### src/rlr_pkg.sv
// ----------------------------------------------------------------------------
// rlr_pkg: shared types and constants for the row RLE image decoder
//
// Holds the input and result item layouts, the configuration register
// indexes and the record that carries the results of one input byte.
// ----------------------------------------------------------------------------
package rlr_pkg;

  // Configuration register indexes.
  localparam int unsigned CFG_INDEX_W = 2;
  localparam logic [CFG_INDEX_W-1:0] CFG_ROW_WIDTH         = 2'd0;
  localparam logic [CFG_INDEX_W-1:0] CFG_ROW_COUNT         = 2'd1;
  localparam logic [CFG_INDEX_W-1:0] CFG_TRANSPARENT_INDEX = 2'd2;

  // Reset values of the configuration registers.
  localparam logic [15:0] ROW_WIDTH_RESET         = 16'd64;
  localparam logic [15:0] ROW_COUNT_RESET         = 16'd64;
  localparam logic [7:0]  TRANSPARENT_INDEX_RESET = 8'd0;

  // One byte of the compressed frame stream.
  typedef struct packed {
    logic [7:0] data_byte;
    logic       frame_start;
  } in_item_t;

  // One pixel run.
  typedef struct packed {
    logic [7:0]  pixel_value;
    logic [15:0] run_length;
    logic        row_end;
    logic        frame_end;
    logic        error;
    logic        last_of_item;
  } out_item_t;

  // Live configuration seen by the decoder.
  typedef struct packed {
    logic [15:0] row_width;
    logic [15:0] row_count;
    logic [7:0]  transparent_index;
  } cfg_t;

  // Up to two runs caused by one input byte, in output order.
  typedef struct packed {
    out_item_t   item0;
    out_item_t   item1;
    logic [1:0]  count;
  } batch_t;

endpackage

### src/rlr_decode.sv
// ----------------------------------------------------------------------------
// rlr_decode: row and control byte decoder
//
// Holds the row parsing state and turns each accepted stream byte into zero,
// one or two pixel runs, including the tail padding and the error result.
// ----------------------------------------------------------------------------
module rlr_decode (
  input  logic              clk,
  input  logic              rst,
  input  logic              accept,
  input  rlr_pkg::in_item_t in_data,
  input  rlr_pkg::cfg_t     cfg,
  output rlr_pkg::batch_t   batch
);
  import rlr_pkg::*;

  typedef enum logic [2:0] {
    PH_LEN_LO,
    PH_LEN_HI,
    PH_CTRL,
    PH_REPEAT,
    PH_LITERAL,
    PH_DONE
  } phase_t;

  phase_t      phase;
  logic [7:0]  length_low_byte;
  logic [15:0] compressed_length;
  logic [15:0] bytes_consumed;
  logic [15:0] pixels_written;
  logic [6:0]  literals_left;
  logic [15:0] row_index;
  logic        frame_failed;

  phase_t      phase_next;
  logic [7:0]  length_low_byte_next;
  logic [15:0] compressed_length_next;
  logic [15:0] bytes_consumed_next;
  logic [15:0] pixels_written_next;
  logic [6:0]  literals_left_next;
  logic [15:0] row_index_next;
  logic        frame_failed_next;

  phase_t      eff_phase;
  logic        eff_failed;
  logic [15:0] eff_row;
  logic        active;
  logic        err;
  logic        check;
  logic        has_run;
  logic [7:0]  run_value;
  logic [15:0] run_len;
  logic [6:0]  data_cnt;
  logic [15:0] bc_inc;
  logic [16:0] pw_plus_skip;
  logic [16:0] pw_plus_data;
  logic [16:0] bc_plus_one;
  logic [16:0] bc_plus_data;
  logic        row_done;
  logic [15:0] pad_len;
  logic        pad_run;
  logic [15:0] row_inc;
  logic        frame_done;
  out_item_t   run_item;
  out_item_t   pad_item;
  out_item_t   err_item;

  // Decode of the current byte against the row state.
  always_comb begin
    eff_phase  = in_data.frame_start ? PH_LEN_LO : phase;
    eff_failed = in_data.frame_start ? 1'b0 : frame_failed;
    eff_row    = in_data.frame_start ? 16'd0 : row_index;
    active     = !eff_failed && (eff_phase != PH_DONE);

    data_cnt     = {1'b0, in_data.data_byte[7:2]} + 7'd1;
    bc_inc       = bytes_consumed + 16'd1;
    pw_plus_skip = {1'b0, pixels_written} + {10'd0, in_data.data_byte[7:1]};
    pw_plus_data = {1'b0, pixels_written} + {10'd0, data_cnt};
    bc_plus_one  = {1'b0, bc_inc} + 17'd1;
    bc_plus_data = {1'b0, bc_inc} + {10'd0, data_cnt};

    phase_next             = eff_phase;
    length_low_byte_next   = length_low_byte;
    compressed_length_next = compressed_length;
    bytes_consumed_next    = bytes_consumed;
    pixels_written_next    = pixels_written;
    literals_left_next     = literals_left;
    err       = 1'b0;
    check     = 1'b0;
    has_run   = 1'b0;
    run_value = 8'd0;
    run_len   = 16'd0;

    if (active) begin
      case (eff_phase)
        PH_LEN_LO: begin
          length_low_byte_next = in_data.data_byte;
          phase_next           = PH_LEN_HI;
        end
        PH_LEN_HI: begin
          compressed_length_next = {in_data.data_byte, length_low_byte};
          bytes_consumed_next    = 16'd0;
          pixels_written_next    = 16'd0;
          literals_left_next     = 7'd0;
          phase_next             = PH_CTRL;
          check                  = 1'b1;
        end
        PH_CTRL: begin
          bytes_consumed_next = bc_inc;
          if (in_data.data_byte[0]) begin
            // Transparent skip run.
            if (pw_plus_skip > {1'b0, cfg.row_width}) begin
              err = 1'b1;
            end else begin
              has_run             = (in_data.data_byte[7:1] != 7'd0);
              run_value           = cfg.transparent_index;
              run_len             = {9'd0, in_data.data_byte[7:1]};
              pixels_written_next = pw_plus_skip[15:0];
              check               = 1'b1;
            end
          end else if (in_data.data_byte[1]) begin
            // Repeat of the next byte.
            if ((bc_plus_one > {1'b0, compressed_length}) ||
                (pw_plus_data > {1'b0, cfg.row_width})) begin
              err = 1'b1;
            end else begin
              literals_left_next = data_cnt;
              phase_next         = PH_REPEAT;
            end
          end else begin
            // Copy of literal bytes.
            if ((bc_plus_data > {1'b0, compressed_length}) ||
                (pw_plus_data > {1'b0, cfg.row_width})) begin
              err = 1'b1;
            end else begin
              literals_left_next = data_cnt;
              phase_next         = PH_LITERAL;
            end
          end
        end
        PH_REPEAT: begin
          bytes_consumed_next = bc_inc;
          has_run             = 1'b1;
          run_value           = in_data.data_byte;
          run_len             = {9'd0, literals_left};
          pixels_written_next = pixels_written + {9'd0, literals_left};
          literals_left_next  = 7'd0;
          phase_next          = PH_CTRL;
          check               = 1'b1;
        end
        PH_LITERAL: begin
          bytes_consumed_next = bc_inc;
          has_run             = 1'b1;
          run_value           = in_data.data_byte;
          run_len             = 16'd1;
          pixels_written_next = pixels_written + 16'd1;
          literals_left_next  = literals_left - 7'd1;
          if (literals_left == 7'd1) begin
            phase_next = PH_CTRL;
            check      = 1'b1;
          end
        end
        default: begin
        end
      endcase
    end

    // Row end: width filled or compressed bytes used up.
    row_done = check && !((bytes_consumed_next < compressed_length_next) &&
                          (pixels_written_next < cfg.row_width));
    pad_len  = (pixels_written_next < cfg.row_width) ?
               (cfg.row_width - pixels_written_next) : 16'd0;
    pad_run  = row_done && ((pad_len != 16'd0) || !has_run);
    row_inc    = eff_row + 16'd1;
    frame_done = (row_inc >= cfg.row_count) || (row_inc == 16'd0);
    row_index_next = row_done ? row_inc : eff_row;
    if (row_done) begin
      phase_next = frame_done ? PH_DONE : PH_LEN_LO;
    end
    frame_failed_next = eff_failed || err;

    // Result records.
    run_item.pixel_value  = run_value;
    run_item.run_length   = run_len;
    run_item.row_end      = row_done && !pad_run;
    run_item.frame_end    = row_done && !pad_run && frame_done;
    run_item.error        = 1'b0;
    run_item.last_of_item = !pad_run;

    pad_item.pixel_value  = cfg.transparent_index;
    pad_item.run_length   = pad_len;
    pad_item.row_end      = 1'b1;
    pad_item.frame_end    = frame_done;
    pad_item.error        = 1'b0;
    pad_item.last_of_item = 1'b1;

    err_item.pixel_value  = 8'd0;
    err_item.run_length   = 16'd0;
    err_item.row_end      = 1'b0;
    err_item.frame_end    = 1'b0;
    err_item.error        = 1'b1;
    err_item.last_of_item = 1'b1;

    batch.item0 = pad_item;
    batch.item1 = pad_item;
    batch.count = 2'd0;
    if (err) begin
      batch.item0 = err_item;
      batch.count = 2'd1;
    end else if (has_run) begin
      batch.item0 = run_item;
      batch.count = pad_run ? 2'd2 : 2'd1;
    end else if (pad_run) begin
      batch.count = 2'd1;
    end
  end

  // Row state.
  always_ff @(posedge clk) begin
    if (rst) begin
      phase             <= PH_LEN_LO;
      length_low_byte   <= 8'd0;
      compressed_length <= 16'd0;
      bytes_consumed    <= 16'd0;
      pixels_written    <= 16'd0;
      literals_left     <= 7'd0;
      row_index         <= 16'd0;
      frame_failed      <= 1'b0;
    end else if (accept) begin
      phase             <= phase_next;
      length_low_byte   <= length_low_byte_next;
      compressed_length <= compressed_length_next;
      bytes_consumed    <= bytes_consumed_next;
      pixels_written    <= pixels_written_next;
      literals_left     <= literals_left_next;
      row_index         <= row_index_next;
      frame_failed      <= frame_failed_next;
    end
  end

  // A two-run transaction always ends in the padding run.
  a_pair_order: assert property (@(posedge clk) disable iff (rst)
    (accept && batch.count == 2'd2) |->
      (batch.item1.last_of_item && batch.item1.row_end && !batch.item0.last_of_item))
    else $error("two-run result not ordered run then padding");

  // An error result drops the rest of the frame.
  a_error_sticks: assert property (@(posedge clk) disable iff (rst)
    (accept && active && err) |=> frame_failed)
    else $error("error result did not mark the frame failed");

  // A failed or finished frame is silent until the next frame start.
  a_silent_after_end: assert property (@(posedge clk) disable iff (rst)
    (accept && !in_data.frame_start && (frame_failed || phase == PH_DONE)) |->
      (batch.count == 2'd0))
    else $error("results produced after frame end or failure");

  // A pending repeat or literal run always has a nonzero count.
  a_pending_count: assert property (@(posedge clk) disable iff (rst)
    (phase == PH_REPEAT || phase == PH_LITERAL) |-> (literals_left != 7'd0))
    else $error("repeat or literal phase with zero count");

endmodule

### src/rlr_out_buf.sv
// ----------------------------------------------------------------------------
// rlr_out_buf: two-entry result buffer
//
// Registers the runs of one input byte and hands them out one per cycle while out_ready is high.
// A new transaction is loaded as soon as the last held run leaves.
// ----------------------------------------------------------------------------
module rlr_out_buf (
  input  logic               clk,
  input  logic               rst,
  input  logic               accept,
  input  rlr_pkg::batch_t    batch,
  output logic               in_ready,
  output logic               out_valid,
  input  logic               out_ready,
  output rlr_pkg::out_item_t out_data
);
  import rlr_pkg::*;

  out_item_t  slot0;
  out_item_t  slot1;
  logic [1:0] cnt;
  logic       load;
  logic       pop;

  // Handshake decode.
  assign out_valid = (cnt != 2'd0);
  assign out_data  = slot0;
  assign pop       = out_valid && out_ready;
  assign in_ready  = (cnt == 2'd0) || ((cnt == 2'd1) && out_ready);
  assign load      = accept && (batch.count != 2'd0);

  // Result slots and fill count.
  always_ff @(posedge clk) begin
    if (rst) begin
      cnt <= 2'd0;
    end else if (load) begin
      slot0 <= batch.item0;
      slot1 <= batch.item1;
      cnt   <= batch.count;
    end else if (pop) begin
      slot0 <= slot1;
      cnt   <= cnt - 2'd1;
    end
  end

  // A full buffer holds a transaction's two runs in order.
  a_full_order: assert property (@(posedge clk) disable iff (rst)
    (cnt == 2'd2) |-> (slot1.last_of_item && !slot0.last_of_item))
    else $error("buffered runs out of order");

  // Taking the first of two runs exposes the second next.
  a_shift: assert property (@(posedge clk) disable iff (rst)
    (cnt == 2'd2 && pop) |=> (out_valid && out_data == $past(slot1)))
    else $error("second run lost after shift");

endmodule

### src/rle_row_image_decoder.sv
// ----------------------------------------------------------------------------
// rle_row_image_decoder: row run-length image decoder with transparent skips
//
// Decodes a compressed frame byte stream into pixel runs (value, count).
//
//   Channel  Direction  Handshake             Payload
//   in       input      in_valid / in_ready   in_data   (data_byte, frame_start)
//   out      output     out_valid / out_ready out_data  (one pixel run)
//   cfg      input      cfg_valid / cfg_ready cfg_index, cfg_data
//
// A byte with at most one run is taken every cycle while out_ready is high; a
// two-run byte holds input until the single output port has drained its first
// run of the two-entry buffer. Results appear the cycle after a byte is taken.
// Reset is synchronous: width and row count return to 64, the transparent
// index to 0, and the first byte is taken as a row length.
// With out_ready low, input stalls once the buffer holds a pending run.
// Configuration writes are always taken.
// ----------------------------------------------------------------------------
module rle_row_image_decoder (
  input  logic                              clk,
  input  logic                              rst,
  input  logic                              in_valid,
  output logic                              in_ready,
  input  rlr_pkg::in_item_t                 in_data,
  output logic                              out_valid,
  input  logic                              out_ready,
  output rlr_pkg::out_item_t                out_data,
  input  logic                              cfg_valid,
  output logic                              cfg_ready,
  input  logic [rlr_pkg::CFG_INDEX_W-1:0]   cfg_index,
  input  logic [15:0]                       cfg_data
);
  import rlr_pkg::*;

  cfg_t   cfg;
  batch_t batch;
  logic   accept;

  assign cfg_ready = 1'b1;
  assign accept    = in_valid && in_ready;

  // Configuration registers.
  always_ff @(posedge clk) begin
    if (rst) begin
      cfg.row_width         <= ROW_WIDTH_RESET;
      cfg.row_count         <= ROW_COUNT_RESET;
      cfg.transparent_index <= TRANSPARENT_INDEX_RESET;
    end else if (cfg_valid) begin
      case (cfg_index)
        CFG_ROW_WIDTH:         cfg.row_width         <= cfg_data;
        CFG_ROW_COUNT:         cfg.row_count         <= cfg_data;
        CFG_TRANSPARENT_INDEX: cfg.transparent_index <= cfg_data[7:0];
        default: begin
        end
      endcase
    end
  end

  rlr_decode u_decode (
    .clk     (clk),
    .rst     (rst),
    .accept  (accept),
    .in_data (in_data),
    .cfg     (cfg),
    .batch   (batch)
  );

  rlr_out_buf u_out_buf (
    .clk       (clk),
    .rst       (rst),
    .accept    (accept),
    .batch     (batch),
    .in_ready  (in_ready),
    .out_valid (out_valid),
    .out_ready (out_ready),
    .out_data  (out_data)
  );

endmodule

### config.mk
export PLATFORM = sky130hd
export DESIGN_NAME = rle_row_image_decoder
export DESIGN_NICKNAME = d
export VERILOG_FILES = /design/src/rlr_pkg.sv /design/src/rlr_decode.sv /design/src/rlr_out_buf.sv /design/src/rle_row_image_decoder.sv
export SDC_FILE = /design/constraint.sdc
export NUM_CORES = 1
export LEC_CHECK = 0
export ABC_AREA = 1
export BUFFER_PORTS_ARGS = -buffer_cell sky130_fd_sc_hd__buf_2
export CAP_MARGIN = 5
export CORE_MARGIN = 3
export CORE_UTILIZATION = 40
export CTS_BUF_LIST = sky130_fd_sc_hd__clkbuf_8
export CTS_CLUSTER_SIZE = 16
export DETAILED_ROUTE_END_ITERATION = 10
export GPL_TIMING_DRIVEN = 0
export MAX_ROUTING_LAYER = met4
export PLACE_DENSITY = 0.66
export SYNTH_ARGS = -nofsm -noshare
export SYNTH_HDL_FRONTEND = slang
export SYNTH_SLANG_ARGS = --single-unit
### constraint.sdc
create_clock -name clk -period 8.3 [get_ports clk]
set_input_delay 0.415 -clock clk [delete_from_list [all_inputs] [get_ports clk]]
set_output_delay 0.415 -clock clk [all_outputs]
set_load 0.05 [all_outputs]
==> impl_metrics.json <==
{
  "final.setup.tns_ps": 0,
  "ff2ff_setup_slack_ps": 600,
  "arrival_ps": 7950,
  "routed_wl_mm": 47.3,
  "clk_pin_slew_worst_paths_ps": 110,
  "critPathLaunchType": "register",
  "synth_seq_cells": 178,
  "grt_pass1_vias": 13100,
  "worst_r2r_endpoint": "u_out_buf.out_data[8]",
  "hold_violations": 0,
  "finalNonFillerCells": 2651,
  "syn_inst": 2092,
  "fin_crit_sh_pct": 92.8,
  "fin_crit_ps": 7700,
  "root_buffer": "clkbuf_8",
  "r2r_start": "u_decode.pixels_written[0]",
  "hold_path.startpoint": "cfg_data[11]",
  "antenna_found_initial": 0,
  "outcome": "completed",
  "grt_overflow_total": 0,
  "viasPerCell": 5.43,
  "synth.yosys.seq_area_share_pct": 28.4,
  "dp_hpwl_mm": 38.5,
  "critical_path_class": "reg -> reg",
  "synth_compound_area_share_pct": 19.4,
  "synth_enable_flop_cells": 53,
  "initial_core_util_pct": 41.1,
  "synth_adder_area_share_pct": 13.5,
  "cts_tree": "yes",
  "postSynthAreaPerCell_um2": 6.89,
  "place.gp.congestion": 0.972,
  "cts_buffers": 17,
  "slew_violations": 0,
  "drtIter0Drc": 1520,
  "pin_count": 63,
  "fp.dieH_um": 196,
  "fmax_mhz": 130,
  "synth_top_family_by_area": "simple AND/OR/NAND/NOR gates",
  "synth_warnings": 0,
  "crit_path_max_fanout": 19,
  "grt_pass1_wl_mm": 72.5,
  "syn_to_final_growth_pct": 10.7,
  "netlist_area_um2": 14400,
  "wl_met3_mm": 3.58,
  "clockBufferDepth": 2,
  "htree_levels": 4,
  "ant_nets": 0,
  "finClkSkew_ps": 21.1,
  "power.leakage_nw": 7.55,
  "n_antenna_cell": 0,
  "dr_total_vias": 14400,
  "fp.dieArea_um2": 38300,
  "grt_max_degree": 20,
  "synth_cell_types": 55,
  "synth-xor-area-share_pct": 4.62,
  "worst_pin_slew_ps": 1050,
  "dieWidth_um": 196,
  "critical-path-slowest-cell": "fa_1",
  "routed.top_layer": "met4",
  "critPathRequiredTime_ps": 8550,
  "drive_gt1_share_pct": 8.83,
  "holdWs_ps": 254,
  "slowest_delay_ps": 470,
  "synthMuxAreaShare_pct": 0,
  "power.total_w": 0.00533,
  "clk-insertion-delay-late_ps": 490,
  "nNetsFinal": 2368,
  "worst_path_most_repeated_cell": "nand2_1",
  "worst_slew_margin_rel_pct": 29.6,
  "wl_per_cell_um": 17.8,
  "min_to": "cfg[19]",
  "synthSimpleGateAreaFrac_pct": 23.4,
  "dp_cells": 2609,
  "grtUsageTotal_pct": 24.6,
  "io_buffers": 60,
  "holdPathStages": 3,
  "postSynth.asyncResetShare_pct": 0,
  "core_area_um2": 35100,
  "drc": 0,
  "hold_class": "in -> reg",
  "syn_nets": 2277,
  "end_kind": "register",
  "peakVddDrop_mv": 0.283,
  "max_cap_violations": 0,
  "ys.flop_type": "dfxtp_1",
  "r2r_cells": 51,
  "power_density_nw_per_um2": 334,
  "finalSetupViolCount": 0,
  "rows": 68,
  "clock_sinks": 178,
  "final_util_pct": 45.5,
  "drt_first_pass_iters": 6,
  "wl_met1_mm": 22.1,
  "dr_wl_met2_mm": 20.3
}
sequential cells by signal, summed over array words and instances, names as in the netlist:
register and cells:
cfg 40, u_decode.bytes_consumed 16, u_decode.compressed_length 16, u_decode.frame_failed 1, u_decode.length_low_byte 8, u_decode.literals_left 7
u_decode.phase 3, u_decode.pixels_written 16, u_decode.row_index 16, u_out_buf.cnt 2, u_out_buf.out_data 28, u_out_buf.slot1 25
Yosys cell counts (23+ instances only):
| library cell | count | area share [%] |
|---|---|---|
| a21oi_1 | 199 | 6.9 |
| nor3_1 | 23 | 0.80 |
| clkbuf_1 | 46 | 1.2 |
| nand3_1 | 90 | 3.1 |
| dfxtp_1 | 125 | 17 |
| inv_1 | 306 | 8.0 |
| nand4_1 | 31 | 1.3 |
| nand2_1 | 457 | 12 |
| o21ai_0 | 188 | 6.5 |
| ha_1 | 148 | 13 |
| o22ai_1 | 31 | 1.3 |
| o211ai_1 | 35 | 1.8 |
| nor2_1 | 132 | 3.4 |
| edfxtp_1 | 53 | 11 |
| xor2_1 | 62 | 3.8 |
layout by cell type (no fill, tap or decap), types with 6 or more instances in the layout:
cell / netlist / layout
xor2_1: 62 / 62
o211ai_1: 35 / 35
buf_4: 9 / 16
nor2_1: 132 / 131
o21ai_0: 188 / 184
ha_1: 148 / 146
nand2_2: 7 / 9
nand3b_1: 6 / 6
o22ai_1: 31 / 31
a31oi_1: 6 / 6
or2_2: 10 / 10
inv_8: 0 / 6
edfxtp_1: 53 / 53
clkbuf_1: 46 / 45
nand3_1: 90 / 86
dfxtp_1: 125 / 123
xnor2_1: 14 / 14
o21ai_1: 16 / 20
a21oi_1: 199 / 198
inv_2: 9 / 9
nor3_1: 23 / 21
nor4_1: 10 / 10
inv_1: 306 / 305
nand2_1: 457 / 453
clkbuf_8: 0 / 17
nand4_1: 31 / 31
nand3_2: 5 / 9
buf_2: 11 / 71
per-layer routing:
layer	vias up	GRT usage (%)
li1	7167	-
met1	6669	34.7
met2	486	36.9
met3	61	3.54
met4	0	6.68
met5	-	-
kinds of logic (layout without fill, tap and decap cells):
kind of cell | Yosys count | in the layout
buffers and inverters | 389 | 493
AO/OA/AOI/OAI | 510 | 510
other | 1 | 1
adder cells (fa/ha/maj) | 153 | 153
XOR/XNOR | 76 | 76
flip-flops | 178 | 178
AND/OR/NAND/NOR | 785 | 785
worst max-delay path by stage:
stage / startpoint / end / slack, ps / cells after the start
after floorplan: u_decode.pixels_written[1] / u_out_buf.slot1[10] / 680 / 52
after global placement: in_data[3] / u_out_buf.slot1[9] / -1830 / 51
after detailed placement: in_data[3] / u_out_buf.slot1[24] / -1020 / 52
after CTS: u_decode.pixels_written[0] / u_out_buf.out_data[24] / 9 / 54
after global routing: u_decode.pixels_written[0] / u_out_buf.out_data[24] / -10 / 51
final: u_decode.pixels_written[0] / u_out_buf.out_data[8] / 600 / 51
stage by stage:
stage          cell area, um2  setup slack (ps)
2_1_floorplan           14400               679
3_3_place_gp            15300             -1830
3_5_place_dp            15300             -1020
4_1_cts                 15800              8.87
5_1_grt                 16000             -12.4
6_report                16000               598
area by class of cell:
cell class              instances  area (um2)
well taps                     455         569
clock buffers                  17         234
flip-flops and latches        178        4100
inverters                     317        1190
fillers                      3627       19100
plain buffers                  71         337
repair buffers                 73         464
clock inverters                15         158
multi-input cells            1525        8890
timing repair:
item	in CTS	in global routing
setup endpoints to repair	79	82
cloned	0	2
hold buffers	0	0
setup buffers	5	4
resized for setup	11	29
pin swaps	2	5
worst max-delay path: cells and delay by family (launching register included):
kind | cells | cell delay [ps]
compound gates | 6 | 1150
xor+xnor | 1 | 160
fa+ha+maj | 5 | 1630
buf+inv | 11 | 1320
flops | 1 | 400
simple gates | 28 | 2820
power breakdown:
part | switching [W] | leakage [nW] | internal [W]
Sequential | 0.000135 | 1.51 | 0.00111
Clock | 0.000390 | 0.202 | 0.000228
Combinational | 0.00231 | 5.84 | 0.00115
Total | 0.00284 | 7.55 | 0.00249
(Power assumes the default switching activity.)
